**src/lkv_ram.sv**
```systemverilog
module lkv_ram #(
   parameter int WIDTH = 8,
   parameter int DEPTH = 16
) (
   input  logic                     clock,
   input  logic                     we,
   input  logic [$clog2(DEPTH)-1:0] waddr,
   input  logic [WIDTH-1:0]         wdata,
   input  logic [$clog2(DEPTH)-1:0] raddr,
   output logic [WIDTH-1:0]         rdata
);

   logic [WIDTH-1:0] mem_ff [DEPTH];
   logic [WIDTH-1:0] rdata_ff;

   always_ff @(posedge clock) begin
      if (we) begin
         mem_ff[waddr] <= wdata;
      end
      rdata_ff <= mem_ff[raddr];
   end

   assign rdata = rdata_ff;

endmodule

```
**config.mk**
```make
export PLATFORM = sky130hd
export DESIGN_NAME = lkv_ram
export DESIGN_NICKNAME = d
export VERILOG_FILES = /design/src/lkv_ram.sv
export SDC_FILE = /design/constraint.sdc
export NUM_CORES = 1
export LEC_CHECK = 0
export ABC_AREA = 1
export ABC_CLOCK_PERIOD_IN_PS = 1400
export BUFFER_PORTS_ARGS = -buffer_cell sky130_fd_sc_hd__clkbuf_2
export CORE_MARGIN = 4
export CORE_UTILIZATION = 25
export CTS_BUF_LIST = sky130_fd_sc_hd__clkbuf_8
export DETAILED_ROUTE_END_ITERATION = 10
export MAX_ROUTING_LAYER = met4
export PLACE_DENSITY = 0.4
export RECOVER_POWER = 100
export SLEW_MARGIN = 10
export SYNTH_ARGS = -nofsm -noshare
export SYNTH_HDL_FRONTEND = slang
export SYNTH_SLANG_ARGS = --single-unit
```
**constraint.sdc**
```tcl
create_clock -name clock -period 1.4 [get_ports clock]
set_clock_uncertainty 0.1 [all_clocks]
set_input_delay 0.21 -clock clock [delete_from_list [all_inputs] [get_ports clock]]
set_output_delay 0.21 -clock clock [all_outputs]
set_load 0.02 [all_outputs]
```
==> impl_metrics.json, run 1 <==
{
  "status": "completed",
  "syn_nets": 569,
  "pin_count": 26,
  "die-height_um": 160,
  "cts_resized": 0,
  "vias_per_cell": 4.18,
  "period_share_pct": 96.3,
  "final_cell_mix": "nand2_1 (173), edfxtp_1 (128), inv_1 (100)",
  "final.setup.worst_slack_ns": 0.0516,
  "die_area_mm2": 0.0256,
  "cp.arrival_ns": 1.04,
  "routed_wl_um": 15300,
  "postRouteAntennaNets": 0,
  "critical_path_buf_inv_count": 1,
  "power.leakage_nw": 2.82,
  "dp_hpwl_um": 9700,
  "path_max_fanout": 1,
  "finalPower_w": 0.00901,
  "cts_sinks": 136,
  "cts_hold_buf": 0,
  "crit_family": "flip-flops",
  "post_cts_buffers": 0,
  "layout_commonest_cell": "nand2_1",
  "grt_max_degree": 37,
  "cts_made_buffers": 17,
  "syn_area_per_cell_um2": 10.5,
  "grt_pass1_wl_um": 23500,
  "dr_total_vias": 3763,
  "tightest_slew_ns": 0.977,
  "antenna_found_initial": 0,
  "power.density_mw_per_mm2": 1330,
  "grt_pass1_vias": 3836,
  "hp-class": "in -> reg",
  "final_layout_size_suffix_gt1_share_pct": 9.27,
  "final-hold-violation-count": 0,
  "gp_congestion": 0.737,
  "synthDistinctLibCells": 12,
  "max_stage_delay_ns": 0.39,
  "crit_type": "reg -> out",
  "ys_warn_count": 0,
  "fin_util_pct": 29.9,
  "synth_seq_cells": 136,
  "timing.hold.ws_ns": 0.119,
  "fp.dieW_um": 160,
  "cp_data_required_time_ns": 1.09,
  "grt-ovfl-total": 0,
  "drtIter0Drc": 270,
  "grt_setup_unrepaired": "no",
  "initial_utilization_pct": 25.5,
  "crit_path_start_kind": "flop",
  "syn_inst": 551,
  "timing.fmax_mhz": 742,
  "cp-end-kind": "output pin",
  "cts.htree.levels": 4,
  "grt_util_all_layers_pct": 12.8,
  "rows": 55,
  "finalSetupViolCount": 0,
  "max_cap_violations": 0,
  "num_antenna_cells": 0,
  "drcViolationCount": 0,
  "area_growth_pct": 17.6,
  "place_ws_ns": -0.128,
  "cts_root_buf": "clkbuf_8",
  "min_period_ns": 1.35,
  "crit_chain": "clkbuf_2",
  "wire_per_inst_um": 17.0,
  "worstSkewPairLatency_ns": 0.45,
  "clk_pin_slew_ns": 0.08,
  "drtPass1Iterations": 5,
  "nets": 620,
  "ys_seq_area_share_pct": 69.4,
  "tritoncts": "yes",
  "relSlewSlack_pct": 34.9,
  "vdd_drop_max_v": 0.000595,
  "core-area_mm2": 0.0226,
  "syn-cell-area_mm2": 0.00577,
  "clk_path_buf_depth": 2,
  "maxSlewViolCount": 0,
  "placement.io_buffers": 25,
  "slowest_stage": "dfxtp_1"
}
-- metal layers --
| metal | share of wire [%] | track usage [%] | vias to the layer above |
|---|---|---|---|
| met3 | 4.7 | 2.81 | 8 |
| met4 | 1.1 | 3.44 | 0 |
| met1 | 46 | 17.0 | 1797 |
| li1 | - | - | 1878 |
| met2 | 48 | 20.0 | 80 |
| met5 | 0 | - | - |
-- per-stage QoR --
stage          setup TNS (ns)  cells  cell area, µm²
6_report                    0    900            6780
5_1_grt                     0    900            6780
4_1_cts                     0    900            6860
3_5_place_dp           -0.308    868            6390
3_3_place_gp           -0.238    868            6390
2_1_floorplan               0    551            5770
-- report_power, final --
part,switching (W),internal (W)
logic,0.000445,0.000186
registers,0.0000327,0.00455
clock network,0.00153,0.00227
-- Yosys cell counts --
library cell	n	area [µm²]
inv_2	2	7.51
dfxtp_1	8	160
nand3_1	97	485
buf_2	13	65.1
edfxtp_1	128	3840
buf_1	1	3.75
nand3b_1	2	15.0
buf_6	6	67.6
nor2_1	17	63.8
nand2_1	173	649
inv_1	100	375
buf_4	4	30.0
-- cell families after synthesis --
group	count (synthesis)	share of synthesized area [%]
simple gates	289	21.0
flops	136	69.4
buf+inv	126	9.52
-- worst paths after layout --
kind	depth (start not counted)	slack, ns	from	to
max	1	0.05	rdata[6]	rdata[6]
min	4	0.12	raddr[2]	rdata[1]
max reg2reg	6	0.24	mem_ff[5][4]	rdata[4]
min reg2reg	6	0.56	mem_ff[2][3]	rdata[3]
-- area by class of cell --
class | instances | area, µm²
Timing Repair Buffer | 56 | 357
Inverter | 102 | 383
Clock buffer | 17 | 234
Fill cell | 2364 | 15900
Clock inverter | 15 | 231
Tap cell | 285 | 357
Multi-Input combinational cell | 289 | 1210
Sequential cell | 136 | 4000
-- registers in the layout, summed over array words and instances (netlist names) --
signal and cells:
mem_ff 128, rdata 8
Power figures use the tool's default switching activity.
==> run 2, diff against run 1 <==
Settings changed: ABC_AREA 1 to 0, CORE_ASPECT_RATIO set to 2, SETUP_SLACK_MARGIN set to 0.05.
==> impl_metrics.json, run 2 <==
{
  "status": "completed",
  "max_stage_delay_ns": 0.51,
  "power.leakage_nw": 2.14,
  "period_share_pct": 99.9,
  "path_max_fanout": 1,
  "grt_max_degree": 17,
  "antenna_found_initial": 0,
  "cp.arrival_ns": 1.61,
  "worstSkewPairLatency_ns": 0.43,
  "drtPass1Iterations": 4,
  "cts_made_buffers": 17,
  "layout_commonest_cell": "edfxtp_1",
  "hp-start": "wdata[2]",
  "synth_edf_count": 128,
  "dp_hpwl_um": 8810,
  "cts_hold_buf": 0,
  "pin_count": 26,
  "tightest_slew_ns": 0.798,
  "vdd_drop_max_v": 0.000570,
  "vias_per_cell": 4.14,
  "fp.dieW_um": 109,
  "timing.rr.start": "mem_ff[0][7]",
  "die_area_mm2": 0.0231,
  "core-area_mm2": 0.0204,
  "setup-tns-final_ns": 0,
  "startpoint": "mem_ff[0][7]",
  "dp_cells": 557,
  "grt_pass1_wl_um": 18000,
  "grt_util_all_layers_pct": 11.6,
  "min_period_ns": 1.40,
  "drtIter0Drc": 86,
  "rows": 74,
  "slowest_stage": "mux4_2",
  "final-hold-violation-count": 0,
  "holdPathEnd": "mem_ff[0][2]",
  "grt_setup_unrepaired": "yes",
  "synth_common_cells": "edfxtp_1 (128), mux4_2 (18), a22oi_1 (16), mux4_1 (14), nor2_1 (13)",
  "synthDistinctLibCells": 19,
  "initial_utilization_pct": 25.3,
  "postRouteAntennaNets": 0,
  "synth_seq_cells": 136,
  "routed_wl_um": 12000,
  "wire_per_inst_um": 20.3,
  "ys_warn_count": 0,
  "place_ws_ns": -0.420,
  "ys_seq_area_share_pct": 77.8,
  "gp_congestion": 0.712,
  "post_cts_buffers": 0,
  "area_growth_pct": 24.4,
  "synth_area_leaders": "edfxtp_1 (75%), mux4_2 (7.9%), mux4_1 (7.1%), dfxtp_1 (3.1%), a22oi_1 (2.3%)",
  "cp_data_required_time_ns": 1.61,
  "grt-ovfl-total": 0,
  "max_cap_violations": 0,
  "crit_family": "multiplexers",
  "cts.htree.levels": 4,
  "cts_sinks": 136,
  "clk_pin_slew_ns": 0.08,
  "min_path_cells": 1,
  "syn-cell-area_mm2": 0.00515,
  "synth_top_cell_area_share_pct": 74.7,
  "timing.fmax_mhz": 715,
  "syn_area_per_cell_um2": 22.5,
  "grt_pass1_vias": 2804,
  "hp-class": "in -> reg",
  "finalSetupViolCount": 0,
  "final_layout_size_suffix_gt1_share_pct": 38.4,
  "relSlewSlack_pct": 46.7,
  "power.density_mw_per_mm2": 1380,
  "syn_nets": 247,
  "finalPower_w": 0.00886,
  "crit_path_start_kind": "flop",
  "crit_chain": "mux4_2 -> a22oi_2 -> nand2_1",
  "maxSlewViolCount": 0,
  "r2r-end": "rdata[7]",
  "placement.io_buffers": 25,
  "synth_top_area_cell": "edfxtp_1",
  "crit_type": "reg -> reg",
  "top_register": "mem_ff",
  "final.setup.worst_slack_ns": 0.00162,
  "fillCellCount": 2039,
  "drcViolationCount": 0,
  "die-height_um": 211,
  "syn_inst": 229,
  "worst_r2r_path_depth": 3,
  "num_antenna_cells": 0,
  "cp-end-kind": "flop",
  "ys.flop_type": "edfxtp_1",
  "critical_path_buf_inv_count": 0,
  "yosysMostFrequentCell": "edfxtp_1",
  "nets": 328,
  "cts_root_buf": "clkbuf_8",
  "largest_reg_flops": 128,
  "layout.cells.non_filler": 589,
  "regToRegSetupSlack_ns": 0.002,
  "final_cell_mix": "edfxtp_1 (128), mux4_2 (32), clkbuf_2 (22)",
  "tritoncts": "yes",
  "async_flop_share_pct": 0,
  "dr_total_vias": 2439,
  "timing.hold.ws_ns": 0.198,
  "clk_path_buf_depth": 2
}
[run 2: through the flow]
stage	instance area (µm²)	utilization [%]
floorplan	5180	-
global placement	6070	29.8
global route	6400	31.4
CTS	6560	32.2
finish	6400	31.4
detailed placement	6070	29.8
[run 2: cell type report]
| cell class | count | area (µm²) | area share [%] |
|---|---|---|---|
| multi-input combinational | 83 | 1040 | 16.3 |
| timing repair buffer | 72 | 557 | 8.69 |
| tap | 266 | 333 | 5.20 |
| clock inverter | 15 | 233 | 3.63 |
| sequential | 136 | 4010 | 62.5 |
| clock buffer | 17 | 234 | 3.65 |
[run 2: layer usage]
layer | GRT usage (%) | part of all wire [%]
met1 | 11.7 | 37
met2 | 21.4 | 60
met3 | 2.63 | 2.3
met4 | 4.35 | 1.1
met5 | - | 0
[run 2: repair_timing]
| action | CTS | global route |
|---|---|---|
| setup endpoints to repair | 9 | 8 |
| pin swaps | 2 | 2 |
| resized for setup | 11 | 1 |
[run 2: worst max-delay path by stage]
stage,depth (start not counted),end,slack (ns)
6_report,3,rdata[7],0.002
5_1_grt,3,rdata[7],-0.05
4_1_cts,3,rdata[7],-0.02
3_5_place_dp,6,rdata[7],-0.42
3_3_place_gp,6,rdata[7],-0.43
2_1_floorplan,2,mem_ff[0][0],-0.01
[run 2: worst register-to-register path, cell delays in order (launching register included)]
cell,delay [ns]
edfxtp_1,0.37
mux4_2,0.51
a22oi_2,0.21
nand2_1,0.09
[run 2: report_power, final]
part / switching, W / total, W / internal (W)
Sequential: 0.0000278 / 0.00458 / 0.00455
Clock: 0.00145 / 0.00373 / 0.00228
Combinational: 0.000304 / 0.000556 / 0.000252
[run 2: cells by family (layout without fill, tap and decap cells)]
family | Yosys count | in the layout | share of synthesized area [%]
compound gates | 16 | 16 | 2.33
buf+inv | 10 | 104 | 1.68
simple gates | 35 | 35 | 3.18
flops | 136 | 136 | 77.8
mux | 32 | 32 | 15.0
==> run 3, diff against run 2 <==
Settings changed: CORE_UTILIZATION 25 to 58, PLACE_DENSITY 0.4 to 0.77.
==> impl_metrics.json, run 3 (same netlist as run 2, synthesis figures left out) <==
{
  "cp.arrival_ns": 1.59,
  "status": "completed",
  "period_share_pct": 98.2,
  "dp_hpwl_um": 6850,
  "final_layout_size_suffix_gt1_share_pct": 31.3,
  "power.density_mw_per_mm2": 1440,
  "max_cap_violations": 0,
  "vdd_drop_max_v": 0.000924,
  "crit_type": "reg -> reg",
  "die_area_mm2": 0.0105,
  "largest_reg_flops": 128,
  "pin_count": 26,
  "maxSlewViolCount": 0,
  "layout_commonest_cell": "edfxtp_1",
  "cts_made_buffers": 17,
  "hp-start": "wdata[0]",
  "nets": 315,
  "worstSkewPairLatency_ns": 0.43,
  "top_register": "mem_ff",
  "clk_path_buf_depth": 2,
  "cts_hold_buf": 0,
  "grt_pass1_vias": 2710,
  "crit_path_start_kind": "flop",
  "area_growth_pct": 15.5,
  "final_cell_mix": "edfxtp_1 (128), clkbuf_1 (33), mux4_2 (31)",
  "timing.rr.start": "mem_ff[11][7]",
  "relSlewSlack_pct": 37.5,
  "tightest_slew_ns": 0.935,
  "gp_congestion": 0.762,
  "power.leakage_nw": 1.93,
  "grt_setup_unrepaired": "yes",
  "grt_pass1_wl_um": 15400,
  "path_max_fanout": 1,
  "regToRegSetupSlack_ns": 0.03,
  "setup-tns-final_ns": 0,
  "die-height_um": 141,
  "initial_utilization_pct": 59.5,
  "finalSetupViolCount": 0,
  "wire_per_inst_um": 24.2,
  "startpoint": "mem_ff[11][7]",
  "max_stage_delay_ns": 0.50,
  "cts_sinks": 136,
  "drtPass1Iterations": 4,
  "r2r-end": "rdata[7]",
  "fp.dieW_um": 74.6,
  "num_antenna_cells": 0,
  "antenna_found_initial": 0,
  "dr_total_vias": 2497,
  "grt_util_all_layers_pct": 21.9,
  "vias_per_cell": 6.09,
  "clk_pin_slew_ns": 0.08,
  "timing.hold.ws_ns": 0.188,
  "timing.fmax_mhz": 727,
  "core-area_mm2": 0.00865,
  "cts_root_buf": "clkbuf_8",
  "drtIter0Drc": 244,
  "min_path_cells": 1,
  "cts.htree.levels": 4,
  "finalPower_w": 0.00857,
  "grt_max_degree": 27,
  "postRouteAntennaNets": 0,
  "slowest_stage": "mux4_2",
  "crit_chain": "mux4_2 -> a22oi_2 -> nand2_2",
  "routed_wl_um": 9930,
  "hp-class": "in -> reg",
  "cp-end-kind": "flop",
  "rows": 48,
  "tritoncts": "yes",
  "holdPathEnd": "mem_ff[6][0]",
  "cp_data_required_time_ns": 1.61,
  "drcViolationCount": 0,
  "final-hold-violation-count": 0,
  "grt-ovfl-total": 0,
  "placement.io_buffers": 25,
  "worst_r2r_path_depth": 3,
  "min_period_ns": 1.37
}
## run 3: changes by cell type in the layout (fill, tap and decap cells not counted), moves of 2 or more
cell / delta
clkbuf_1: +17
clkinvlp_4: +2
buf_12: -6
dlymetal6s2s_1: -3
a22oi_1: -2
buf_4: -12
a22oi_2: +2
clkbuf_2: -7
## run 3: per-layer routing
layer  routed length, µm  global-route usage [%]
met5                   0                       -
met4                 174                    9.47
met3                 396                    5.07
met2                5860                    36.9
met1                3500                    24.3
## run 3: cell type report
| cell class | instances | area, µm² |
|---|---|---|
| clock buffer | 17 | 234 |
| clock inverter | 15 | 209 |
| fill | 593 | 2700 |
| multi-input combinational | 83 | 1060 |
| sequential | 136 | 4000 |
| tap | 100 | 125 |
| timing repair buffer | 59 | 319 |
## run 3: how the worst max path moves through the flow
stage / to / cells after the start
finish: rdata[7] / 3
global route: rdata[7] / 3
CTS: rdata[7] / 3
detailed placement: rdata[4] / 5
global placement: rdata[3] / 5
floorplan: mem_ff[0][0] / 2
## run 3: critical path: cells and delay by family (launching register included)
| kind | cells | cell delay [ns] |
|---|---|---|
| AOI/OAI and AO/OA | 1 | 0.20 |
| DFF | 1 | 0.37 |
| muxes | 1 | 0.50 |
| and+or+nand+nor | 1 | 0.08 |
## run 3: timing repair
action	4_1_cts	5_1_grt
resized for setup	3	9
setup buffers	0	0
setup endpoints to repair	8	8
pin swaps	3	1
## run 3: per-stage QoR
stage	utilization [%]	area (µm²)	setup WS (ns)	instances
4_1_cts	69.9	6050	-0.00404	410
6_report	68.8	5950	0.0252	410
3_5_place_dp	64.7	5600	-0.284	378
5_1_grt	68.8	5950	-0.0568	410
2_1_floorplan	-	5180	-0.0130	229
3_3_place_gp	64.7	5600	-0.290	378
## run 3: where the power goes
part | total [W] | switching, W | internal, W
sequential | 0.00458 | 0.0000269 | 0.00455
combinational | 0.000478 | 0.000281 | 0.000198
clock | 0.00352 | 0.00142 | 0.00209
