--- src/lkv_pkg.sv ---
package lkv_pkg;

   localparam int DEPTH     = 64;
   localparam int TAG_BITS  = 32;
   localparam int DATA_BITS = 32;

   localparam int IDX_W = $clog2(DEPTH);
   localparam int CNT_W = $clog2(DEPTH + 1);
   localparam int LIM_W = (CNT_W > 7) ? CNT_W : 7;
   // exact sum of DEPTH 32-bit hit counters
   localparam int SUM_W = 32 + IDX_W + 1;

   localparam logic [30:0] BUDGET_RESET = 31'd104857600;
   localparam logic [30:0] LIFE_RESET   = 31'd3600;

   typedef enum logic [2:0] {
      CMD_PUT    = 3'd0,
      CMD_GET    = 3'd1,
      CMD_REMOVE = 3'd2,
      CMD_CLEAR  = 3'd3,
      CMD_TICK   = 3'd4
   } cmd_type;

   typedef enum logic [1:0] {
      ST_OK       = 2'd0,
      ST_MISS     = 2'd1,
      ST_EXPIRED  = 2'd2,
      ST_DISABLED = 2'd3
   } status_type;

   typedef enum logic [1:0] {
      REG_ENABLE = 2'd0,
      REG_LIMIT  = 2'd1,
      REG_BUDGET = 2'd2,
      REG_LIFE   = 2'd3
   } reg_type;

   typedef enum logic [1:0] {
      S_IDLE   = 2'd0,
      S_SCAN   = 2'd1,
      S_DRAIN  = 2'd2,
      S_UPDATE = 2'd3
   } state_type;

   typedef struct packed {
      logic [31:0]          order;
      logic [15:0]          cost;
      logic [31:0]          hits;
      logic [31:0]          birth;
      logic [DATA_BITS-1:0] data;
      logic [TAG_BITS-1:0]  tag;
   } entry_type;

   // what one pass over the table found
   typedef struct packed {
      logic             m_found;
      logic [IDX_W-1:0] m_idx;
      entry_type        m_entry;
      logic             v_found;
      logic [IDX_W-1:0] v_idx;
      logic [31:0]      v_hits;
      logic [15:0]      v_cost;
      logic             f_found;
      logic [IDX_W-1:0] f_idx;
      logic [SUM_W-1:0] sum;
   } scan_type;

endpackage

--- src/lkv_scan.sv ---
// Walks the read beats of one table pass: oldest tag match, LFU victim,
// first free slot and the exact hit sum.
module lkv_scan (
   input  logic                          clock,
   input  logic                          start,
   input  logic                          beat,
   input  logic [lkv_pkg::IDX_W-1:0]     beat_idx,
   input  logic                          beat_valid,
   input  lkv_pkg::entry_type            beat_entry,
   input  logic [lkv_pkg::TAG_BITS-1:0]  key,
   input  logic [31:0]                   next_order,
   output lkv_pkg::scan_type             res
);

   lkv_pkg::scan_type res_ff, res_in;
   logic [31:0] m_age_ff, m_age_in, v_age_ff, v_age_in;
   logic [31:0] age;

   always_comb begin
      res_in   = res_ff;
      m_age_in = m_age_ff;
      v_age_in = v_age_ff;
      age      = next_order - beat_entry.order;
      if (start) begin
         res_in.m_found = 1'b0;
         res_in.v_found = 1'b0;
         res_in.f_found = 1'b0;
         res_in.sum     = '0;
      end else if (beat) begin
         if (beat_valid) begin
            if (beat_entry.tag == key && (!res_ff.m_found || age > m_age_ff)) begin
               res_in.m_found = 1'b1;
               res_in.m_idx   = beat_idx;
               res_in.m_entry = beat_entry;
               m_age_in       = age;
            end
            if (!res_ff.v_found || beat_entry.hits < res_ff.v_hits ||
                (beat_entry.hits == res_ff.v_hits && age > v_age_ff)) begin
               res_in.v_found = 1'b1;
               res_in.v_idx   = beat_idx;
               res_in.v_hits  = beat_entry.hits;
               res_in.v_cost  = beat_entry.cost;
               v_age_in       = age;
            end
            res_in.sum = res_ff.sum + lkv_pkg::SUM_W'(beat_entry.hits);
         end else if (!res_ff.f_found) begin
            res_in.f_found = 1'b1;
            res_in.f_idx   = beat_idx;
         end
      end
   end

   always_ff @(posedge clock) begin
      res_ff   <= res_in;
      m_age_ff <= m_age_in;
      v_age_ff <= v_age_in;
   end

   assign res = res_ff;

endmodule

--- config.mk ---
export PLATFORM = sky130hd
export DESIGN_NAME = lkv_scan
export DESIGN_NICKNAME = d
export VERILOG_FILES = /design/src/lkv_pkg.sv /design/src/lkv_scan.sv
export SDC_FILE = /design/constraint.sdc
export NUM_CORES = 1
export LEC_CHECK = 0
export BUFFER_PORTS_ARGS = -buffer_cell sky130_fd_sc_hd__buf_2
export CORE_AREA = 2 2 208 210
export DETAILED_ROUTE_END_ITERATION = 8
export DIE_AREA = 0 0 210 212
export GPL_TIMING_DRIVEN = 1
export HOLD_SLACK_MARGIN = 0.12
export PLACE_DENSITY = 0.65
export SYNTH_ARGS = -nofsm -noshare
export SYNTH_HDL_FRONTEND = slang
export SYNTH_SLANG_ARGS = --single-unit
--- constraint.sdc ---
create_clock -name clock -period 26.5 [get_ports clock]
set_input_delay 2.65 -clock clock [delete_from_list [all_inputs] [get_ports clock]]
set_output_delay 2.65 -clock clock [all_outputs]
set_load 0.005 [all_outputs]
==> metrics.txt, run 1 <==
# TYPE chip_impl_metric gauge
chip_impl_info{name="result_of_the_run",value="complete, no violations"} 1
chip_impl_metric{name="use_met2",unit=""} 0.376
chip_impl_metric{name="reg2reg_depth",unit=""} 10
chip_impl_metric{name="synth_area",unit="um2"} 17200
chip_impl_info{name="setup_crit_end",value="res[123]"} 1
chip_impl_metric{name="p_comb_frac",unit=""} 0.154
chip_impl_metric{name="final_max_slew_viol_count",unit=""} 0
chip_impl_metric{name="num-nets-final",unit=""} 2366
chip_impl_metric{name="synth_edf_count",unit=""} 306
chip_impl_metric{name="min_path_cells",unit=""} 2
chip_impl_metric{name="xor_and_xnor_area_share_after_synthesis",unit=""} 0.0382
chip_impl_info{name="clk_root_buffer_cell",value="sky130_fd_sc_hd__clkbuf_16"} 1
chip_impl_info{name="grt_busiest_layer",value="met2"} 1
chip_impl_metric{name="area_growth_syn_to_layout",unit="%"} 27.1
chip_impl_metric{name="yosys.area_share.adder",unit=""} 0.118
chip_impl_metric{name="ys.warnings.count",unit=""} 0
chip_impl_metric{name="async_reset_ff_frac",unit=""} 0
chip_impl_info{name="rr_startpoint",value="m_age_ff[31]"} 1
chip_impl_metric{name="grt_first_pass_wirelength",unit="um"} 75200
chip_impl_metric{name="cp_max_fo",unit=""} 177
chip_impl_metric{name="grt_util_met3",unit=""} 0.0614
chip_impl_metric{name="synth.yosys.seq_area_share",unit=""} 0.584
chip_impl_metric{name="drv_cap",unit=""} 0
chip_impl_metric{name="critPathArrivalTime",unit="ns"} 8.26
chip_impl_info{name="timing.critical_path.from_type",value="input pin"} 1
chip_impl_metric{name="worst_pin_slew",unit="ns"} 1.15
chip_impl_metric{name="post-route-util",unit=""} 0.514
chip_impl_metric{name="detail_route.iter0.violations",unit=""} 806
chip_impl_metric{name="place.gp.congestion",unit=""} 0.910
chip_impl_metric{name="starting_utilization_of_the_core_area",unit=""} 0.404
chip_impl_metric{name="fill_cells",unit=""} 3750
chip_impl_metric{name="detailed_routing_iteration_count_for_the_pre_antenna_repair_pass",unit=""} 5
chip_impl_metric{name="postCtsResizedCells",unit=""} 0
chip_impl_metric{name="timing.critical_path.required",unit="ns"} 26.66
chip_impl_metric{name="max_slew_margin",unit=""} 0.233
chip_impl_metric{name="portion_of_total_power_attributed_to_the_clock_network",unit=""} 0.404
chip_impl_metric{name="muxShareOfSynthArea",unit=""} 0.00568
chip_impl_info{name="rsz0062_at_grt",value="false"} 1
chip_impl_metric{name="post_drt_wl_per_cell",unit="um"} 20.2
chip_impl_info{name="class_of_the_tightest_hold_or_removal_check",value="reg -> reg"} 1
chip_impl_metric{name="floorplan.rows",unit=""} 76
chip_impl_info{name="crit_path_cell_trace",value="buf_2 > inv_1 > ha_1 > a21oi_1 > o211ai_1 > a211o_1 > o41ai_1 > a21oi_1 > a21oi_1 > mux2i_1 > nand4_1 > ha_1 > nand4_1 > nor4_1 > nand3_1 > or3_1 > nor2_1 > o31ai_1 > a211oi_4 > buf_12"} 1
chip_impl_metric{name="netSwitchingFraction",unit=""} 0.252
chip_impl_metric{name="vias_per_cell",unit=""} 5.22
chip_impl_metric{name="total_count_of_hold_check_failures_in_the_final_report",unit=""} 0
chip_impl_metric{name="first_global_vias",unit=""} 13100
chip_impl_metric{name="ioPinCount",unit=""} 534
chip_impl_metric{name="antenna_violating_nets_post_route",unit=""} 0
chip_impl_metric{name="synthesis.instances",unit=""} 1403
chip_impl_metric{name="synth_fp_nets",unit=""} 1814
chip_impl_metric{name="power.share.sequential",unit=""} 0.442
chip_impl_metric{name="netlist-cell-type-count",unit=""} 66
chip_impl_info{name="regToRegEndpoint",value="res[123]"} 1
chip_impl_info{name="tritoncts",value="done"} 1
chip_impl_metric{name="routed_wl",unit="um"} 51200
chip_impl_metric{name="coreArea",unit="um2"} 42500
chip_impl_metric{name="post-route-min-period",unit="ns"} 8.10
chip_impl_metric{name="cts_num_sinks",unit=""} 348
chip_impl_metric{name="final_layout_size_suffix_gt1_frac",unit=""} 0.312
chip_impl_metric{name="cts-hold-fix-buffers",unit=""} 0
chip_impl_metric{name="detail_route.drc_violations",unit=""} 0
chip_impl_metric{name="synth_compound_area_frac",unit=""} 0.123
chip_impl_info{name="worst_path_max_delay_cell",value="sky130_fd_sc_hd__buf_12"} 1
chip_impl_info{name="cp_common_cell",value="sky130_fd_sc_hd__a21oi_1"} 1
chip_impl_metric{name="static-leakage-power",unit="uW"} 0.00980
chip_impl_metric{name="die_width",unit="um"} 210
chip_impl_metric{name="ir_drop_worst_case_vdd",unit="mV"} 0.0475
chip_impl_metric{name="floorplan.die_area",unit="um2"} 44500
chip_impl_info{name="timing.setup.critical_path_class",value="in -> reg"} 1
chip_impl_metric{name="die_h",unit="um"} 212
chip_impl_metric{name="syn-mean-instance-area",unit="um2"} 12.2
chip_impl_metric{name="worst_skew_pair.late_latency",unit="ns"} 0.55
chip_impl_metric{name="track_usage",unit=""} 0.222
chip_impl_metric{name="place_hpwl",unit="um"} 39500
chip_impl_metric{name="layout.area.seq",unit="um2"} 10000
chip_impl_info{name="most_frequently_used_flop_master_after_synthesis",value="sky130_fd_sc_hd__edfxtp_1"} 1
chip_impl_metric{name="power-per-cell-area",unit="nW/um2"} 64.3
chip_impl_metric{name="ctsHtreeMaxLevel",unit=""} 2
chip_impl_metric{name="critical_path.max_stage_delay",unit="ns"} 0.66
chip_impl_info{name="startpoint",value="beat_entry[157]"} 1
chip_impl_metric{name="post_cts.repair.setup_buffers",unit=""} 0
chip_impl_info{name="synth_top_family_by_area",value="compound AO/OA/AOI/OAI gates"} 1
chip_impl_metric{name="max_freq",unit="MHz"} 123
chip_impl_metric{name="pin_count_of_the_biggest_net_entering_global_routing",unit=""} 178
chip_impl_metric{name="synth-simple-area-share",unit=""} 0.0918
chip_impl_metric{name="inserted_clock_buffers",unit=""} 40
chip_impl_metric{name="routed-via-count",unit=""} 13200
chip_impl_info{name="endpoint_kind",value="flop"} 1
chip_impl_metric{name="clock_tree.buffer_depth",unit=""} 3
chip_impl_metric{name="setup_skew_after_layout",unit="ns"} 0.0175
chip_impl_metric{name="postSynthRegisterBits",unit=""} 348
chip_impl_metric{name="met1_demand_to_capacity_share_in_global_routing",unit=""} 0.271
chip_impl_metric{name="setup_violating_endpoint_count_in_the_final_report",unit=""} 0
chip_impl_metric{name="total_internal_power",unit="uW"} 1050
chip_impl_metric{name="r2r_setup_slack",unit="ns"} 22.83
chip_impl_metric{name="multiInputGateArea",unit="um2"} 6500
chip_impl_metric{name="switching_power_summed_over_all_nets",unit="uW"} 353
chip_impl_metric{name="antenna_found_initial",unit=""} 2
chip_impl_metric{name="port_buffers",unit=""} 533
chip_impl_metric{name="fin_tns_setup",unit="ns"} 0
chip_impl_metric{name="period_share",unit=""} 0.306
chip_impl_metric{name="gr-total-overflow",unit=""} 0
chip_impl_metric{name="clk_transition_reported_paths",unit="ns"} 0.06
power groups by stage:
stage	sequential (uW)	clock, uW	combinational [uW]
floorplan	634	0	135
global placement	632	0	209
detailed placement	632	0	215
CTS	621	580	217
global route	622	600	243
finish	621	567	216
sequential cells by signal, indices dropped and copies added, names as in the netlist:
signal and cells:
res 284, m_age_ff 32, v_age_ff 32
cell usage in the layout (no fill, tap or decap), types with 4 or more instances in the layout:
cell                          n
sky130_fd_sc_hd__clkinv_1     5
sky130_fd_sc_hd__nand2_1     69
sky130_fd_sc_hd__xor2_1      37
sky130_fd_sc_hd__clkinv_2     7
sky130_fd_sc_hd__and2_1       4
sky130_fd_sc_hd__buf_2      533
sky130_fd_sc_hd__dfxtp_1     42
sky130_fd_sc_hd__a31oi_1      9
sky130_fd_sc_hd__and4_1       5
sky130_fd_sc_hd__nor3_1      17
sky130_fd_sc_hd__nand2b_1     8
sky130_fd_sc_hd__clkbuf_1     6
sky130_fd_sc_hd__o21bai_1     5
sky130_fd_sc_hd__clkbuf_16   41
sky130_fd_sc_hd__o21ai_0     51
sky130_fd_sc_hd__and3_1      11
sky130_fd_sc_hd__o211ai_1    13
sky130_fd_sc_hd__nand3_1     47
sky130_fd_sc_hd__or3_1        7
sky130_fd_sc_hd__buf_4        6
sky130_fd_sc_hd__o2111ai_1    6
sky130_fd_sc_hd__nor4_1       9
sky130_fd_sc_hd__xnor2_1     38
sky130_fd_sc_hd__o21a_1      10
sky130_fd_sc_hd__nand4_1     29
sky130_fd_sc_hd__inv_1      147
sky130_fd_sc_hd__nor2_1      67
sky130_fd_sc_hd__a211o_1      4
sky130_fd_sc_hd__o31ai_1      4
sky130_fd_sc_hd__a21oi_1     97
sky130_fd_sc_hd__edfxtp_1   306
sky130_fd_sc_hd__nor2b_1     23
sky130_fd_sc_hd__ha_1       159
sky130_fd_sc_hd__bufinv_16    6
sky130_fd_sc_hd__a21o_1      67
sky130_fd_sc_hd__a211oi_1    19
how the worst min path moves through the flow:
stage | from | to | slack, ns
after floorplan | res[11] | res[11] | 0.46
after global placement | res[12] | res[12] | 0.46
after detailed placement | res[6] | res[6] | 0.47
after CTS | res[12] | res[12] | 0.48
after global routing | res[14] | res[14] | 0.50
final | res[5] | res[5] | 0.48
worst max-delay path: cells and delay by family:
kind | cells | cell delay (ns)
compound gates | 8 | 2.09
simple gates | 6 | 1.46
buf+inv | 3 | 0.79
fa+ha+maj | 2 | 0.75
mux | 1 | 0.22
cells in the mapped netlist, types with 11 or more instances:
master	instances	share of area
sky130_fd_sc_hd__a211oi_1	20	0.0087
sky130_fd_sc_hd__a21o_1	67	0.029
sky130_fd_sc_hd__a21oi_1	97	0.028
sky130_fd_sc_hd__and3_1	11	0.0040
sky130_fd_sc_hd__clkbuf_1	27	0.0059
sky130_fd_sc_hd__dfxtp_1	42	0.049
sky130_fd_sc_hd__edfxtp_1	306	0.54
sky130_fd_sc_hd__ha_1	159	0.12
sky130_fd_sc_hd__inv_1	147	0.032
sky130_fd_sc_hd__nand2_1	69	0.015
sky130_fd_sc_hd__nand3_1	47	0.014
sky130_fd_sc_hd__nand4_1	29	0.011
sky130_fd_sc_hd__nor2_1	67	0.015
sky130_fd_sc_hd__nor2b_1	23	0.0084
sky130_fd_sc_hd__nor3_1	17	0.0050
sky130_fd_sc_hd__o211ai_1	13	0.0057
sky130_fd_sc_hd__o21ai_0	51	0.015
sky130_fd_sc_hd__xnor2_1	38	0.019
sky130_fd_sc_hd__xor2_1	37	0.019
cell type report:
cell class / count / share of cell area
inverters: 147 / 0.0253
repair buffers: 540 / 0.125
flip-flops and latches: 348 / 0.459
multi-input cells: 878 / 0.298
diodes: 1 / 0.000115
well taps: 546 / 0.0313
clock buffers: 49 / 0.0493
clock inverters: 21 / 0.0119
stage by stage:
stage,hold WS (ns),setup WS (ns),cells,cell area [um2],power (uW)
final,0.478,18.40,2530,21800,1400
after global routing,0.498,17.98,2530,21800,1470
after CTS,0.478,18.54,2529,21800,1420
after detailed placement,0.466,17.94,2459,20500,847
after global placement,0.456,18.14,2459,20500,842
after floorplan,0.464,3.50,1403,17200,768
cell families (layout without fill, tap and decap cells):
logic type / Yosys count / after routing
DFF: 348 / 348
AOI/OAI and AO/OA: 322 / 322
and+or+nand+nor: 311 / 311
buffers and inverters: 177 / 757
adders and majority gates: 161 / 161
xor gates and xnor gates: 75 / 75
muxes: 9 / 9
other: 0 / 1
metal layers:
metal	wire [um]	share of wire
met2	24900	0.49
met1	20500	0.40
met4	1840	0.036
met3	3910	0.076
met5	7	0.00014
Power figures use the tool's default switching activity.
==> inputs of run 2 (changes only) <==
==> constraint.sdc (replaced) <==
create_clock -name clock -period 8.2 [get_ports clock]
set_input_delay 0.82 -clock clock [delete_from_list [all_inputs] [get_ports clock]]
set_output_delay 0.82 -clock clock [all_outputs]
set_load 0.005 [all_outputs]
==> metrics.txt, run 2 (same netlist as run 1, synthesis figures left out) <==
# TYPE chip_impl_metric gauge
chip_impl_info{name="startpoint",value="beat_entry[147]"} 1
chip_impl_metric{name="first_global_vias",unit=""} 12900
chip_impl_metric{name="final_max_slew_viol_count",unit=""} 0
chip_impl_metric{name="clock_tree.buffer_depth",unit=""} 3
chip_impl_metric{name="pin_count_of_the_biggest_net_entering_global_routing",unit=""} 161
chip_impl_info{name="mostFrequentLayoutCells",value="sky130_fd_sc_hd__buf_2, sky130_fd_sc_hd__edfxtp_1, sky130_fd_sc_hd__ha_1, sky130_fd_sc_hd__inv_1, sky130_fd_sc_hd__a21oi_1"} 1
chip_impl_metric{name="hold_slack",unit="ns"} 0.447
chip_impl_metric{name="antenna_found_initial",unit=""} 2
chip_impl_info{name="clk_root_buffer_cell",value="sky130_fd_sc_hd__clkbuf_16"} 1
chip_impl_metric{name="layoutNonFillerInstCount",unit=""} 2533
chip_impl_info{name="timing.setup.critical_path_class",value="in -> reg"} 1
chip_impl_metric{name="port_buffers",unit=""} 533
chip_impl_metric{name="r2r_setup_slack",unit="ns"} 4.71
chip_impl_metric{name="critPathBufInv",unit=""} 3
chip_impl_metric{name="post-route-min-period",unit="ns"} 5.90
chip_impl_metric{name="max_slew_margin",unit=""} 0.357
chip_impl_info{name="endpoint_kind",value="flop"} 1
chip_impl_info{name="tritoncts",value="done"} 1
chip_impl_info{name="class_of_the_tightest_hold_or_removal_check",value="in -> reg"} 1
chip_impl_metric{name="timing.critical_path.required",unit="ns"} 8.36
chip_impl_metric{name="postCtsResizedCells",unit=""} 0
chip_impl_metric{name="routed-via-count",unit=""} 12900
chip_impl_info{name="rsz0062_at_grt",value="false"} 1
chip_impl_metric{name="post_drt_wl_per_cell",unit="um"} 17.7
chip_impl_metric{name="period_share",unit=""} 0.719
chip_impl_metric{name="p_comb_frac",unit=""} 0.159
chip_impl_metric{name="coreArea",unit="um2"} 42500
chip_impl_metric{name="setup_skew_after_layout",unit="ns"} 0.0252
chip_impl_metric{name="inserted_clock_buffers",unit=""} 39
chip_impl_metric{name="area_growth_syn_to_layout",unit="%"} 27.0
chip_impl_metric{name="place_hpwl",unit="um"} 33900
chip_impl_metric{name="place.gp.congestion",unit=""} 0.885
chip_impl_metric{name="cp_max_fo",unit=""} 160
chip_impl_metric{name="total_count_of_hold_check_failures_in_the_final_report",unit=""} 0
chip_impl_metric{name="flip_flop_count_of_the_largest_register_all_copies_and_words_added",unit=""} 284
chip_impl_metric{name="detailed_routing_iteration_count_for_the_pre_antenna_repair_pass",unit=""} 5
chip_impl_metric{name="total_internal_power",unit="uW"} 3210
chip_impl_metric{name="floorplan.rows",unit=""} 76
chip_impl_metric{name="grt_first_pass_wirelength",unit="um"} 68100
chip_impl_metric{name="worst_pin_slew",unit="ns"} 0.965
chip_impl_info{name="layout_commonest_cell",value="sky130_fd_sc_hd__buf_2"} 1
chip_impl_info{name="crit_path_cell_trace",value="buf_2 > inv_1 > ha_1 > a21o_1 > a21oi_1 > o221ai_1 > a21oi_1 > o21ai_0 > a211oi_1 > o31ai_1 > xor2_1 > ha_1 > nand4_1 > nor4_2 > nand3_1 > or3_1 > nor2_1 > o31ai_2 > a211oi_4 > buf_12"} 1
chip_impl_metric{name="post_cts.repair.setup_buffers",unit=""} 0
chip_impl_metric{name="num-nets-final",unit=""} 2367
chip_impl_metric{name="post_route_standard_cell_area_excluding_fillers",unit="um2"} 21800
chip_impl_metric{name="detailed_place.area",unit="um2"} 20600
chip_impl_metric{name="setup_violating_endpoint_count_in_the_final_report",unit=""} 0
chip_impl_metric{name="antenna_violating_nets_post_route",unit=""} 0
chip_impl_metric{name="power-per-cell-area",unit="nW/um2"} 199
chip_impl_metric{name="starting_utilization_of_the_core_area",unit=""} 0.404
chip_impl_info{name="rr_startpoint",value="m_age_ff[29]"} 1
chip_impl_metric{name="critPathArrivalTime",unit="ns"} 6.06
chip_impl_metric{name="worst_skew_pair.late_latency",unit="ns"} 0.56
chip_impl_metric{name="die_width",unit="um"} 210
chip_impl_metric{name="portion_of_total_power_attributed_to_the_clock_network",unit=""} 0.379
chip_impl_metric{name="drv_cap",unit=""} 0
chip_impl_metric{name="critical_path.max_stage_delay",unit="ns"} 0.60
chip_impl_info{name="cp_top_delay_family",value="compound AO/OA/AOI/OAI gates"} 1
chip_impl_metric{name="ctsHtreeMaxLevel",unit=""} 2
chip_impl_info{name="min_delay_worst_endpoint",value="res[160]"} 1
chip_impl_metric{name="static-leakage-power",unit="uW"} 0.00974
chip_impl_metric{name="floorplan.die_area",unit="um2"} 44500
chip_impl_metric{name="gr-total-overflow",unit=""} 0
chip_impl_metric{name="placedCellCount",unit=""} 2461
chip_impl_metric{name="ir_drop_worst_case_vdd",unit="mV"} 0.176
chip_impl_metric{name="final_layout_size_suffix_gt1_frac",unit=""} 0.320
chip_impl_metric{name="switching_power_summed_over_all_nets",unit="uW"} 1130
chip_impl_metric{name="max_freq",unit="MHz"} 169
chip_impl_metric{name="cts_num_sinks",unit=""} 348
chip_impl_metric{name="post-route-util",unit=""} 0.513
chip_impl_metric{name="track_usage",unit=""} 0.194
chip_impl_metric{name="netSwitchingFraction",unit=""} 0.261
chip_impl_metric{name="min_path_cells",unit=""} 1
chip_impl_info{name="worst_path_max_delay_cell",value="sky130_fd_sc_hd__buf_12"} 1
chip_impl_metric{name="routed_wl",unit="um"} 44900
chip_impl_metric{name="ioPinCount",unit=""} 534
chip_impl_metric{name="reg2reg_depth",unit=""} 10
chip_impl_info{name="result_of_the_run",value="complete, no violations"} 1
chip_impl_info{name="timing.critical_path.from_type",value="input pin"} 1
chip_impl_metric{name="detail_route.drc_violations",unit=""} 0
chip_impl_metric{name="fin_tns_setup",unit="ns"} 0
chip_impl_metric{name="worstSetupPathDepth",unit=""} 20
chip_impl_metric{name="detail_route.iter0.violations",unit=""} 793
chip_impl_metric{name="power.share.sequential",unit=""} 0.462
chip_impl_metric{name="die_h",unit="um"} 212
chip_impl_metric{name="clk_transition_reported_paths",unit="ns"} 0.06
chip_impl_metric{name="vias_per_cell",unit=""} 5.08
chip_impl_metric{name="cts-hold-fix-buffers",unit=""} 0
chip_impl_info{name="regToRegEndpoint",value="res[208]"} 1
chip_impl_info{name="timing.hold.worst.start",value="beat_entry[59]"} 1
-- run 2: cell count changes in the layout (fill, tap and decap cells not counted), sizes merged --
cell / delta
bufinv: -6
clkinvlp: +3
clkinv: +2
clkbuf: +2
buf: +2
-- run 2: worst max path at each step --
stage	slack, ns	to
after floorplan	-2.15	m_age_ff[0]
after global placement	1.82	res[278]
after detailed placement	1.75	res[277]
after CTS	2.35	res[277]
after global routing	1.95	res[208]
final	2.30	res[208]
-- run 2: power groups by stage --
stage	registers (uW)	clock network, uW	logic (uW)
2_1_floorplan	2050	0	445
3_3_place_gp	2040	0	673
3_5_place_dp	2040	0	691
4_1_cts	2010	1700	697
5_1_grt	2010	1760	783
6_report	2010	1650	692
-- run 2: worst reg2reg max path, delay by kind of cell (launching register included) --
kind / cells / cell delay [ns]
compound gates: 2 / 0.37
flops: 1 / 0.32
fa+ha+maj: 1 / 0.29
simple gates: 5 / 1.28
buf+inv: 2 / 0.64
-- run 2: cell type report --
| type | count | area [um2] |
|---|---|---|
| clock inverters | 20 | 111 |
| flip-flops and latches | 348 | 10000 |
| multi-input cells | 878 | 6590 |
| well taps | 546 | 683 |
| repair buffers | 542 | 2750 |
| clock buffers | 51 | 1080 |
| diodes | 1 | 2.50 |
| fillers | 3775 | 20700 |
| inverters | 147 | 564 |
-- run 2: stage by stage --
stage,setup slack [ns],power [uW]
2_1_floorplan,-2.15,2490
3_3_place_gp,1.82,2720
3_5_place_dp,1.75,2740
4_1_cts,2.35,4400
5_1_grt,1.95,4550
6_report,2.30,4350
-- run 2: metal layers --
metal  vias to the layer above  GRT usage  part of all wire  routed length (um)
li1                       6317          -                 -                   -
met1                      6119      0.236              0.42               18800
met2                       371      0.339              0.49               22200
met3                        71     0.0514             0.062                2800
met4                         2     0.0548             0.024                1080
met5                         -          0          0.000089                   4
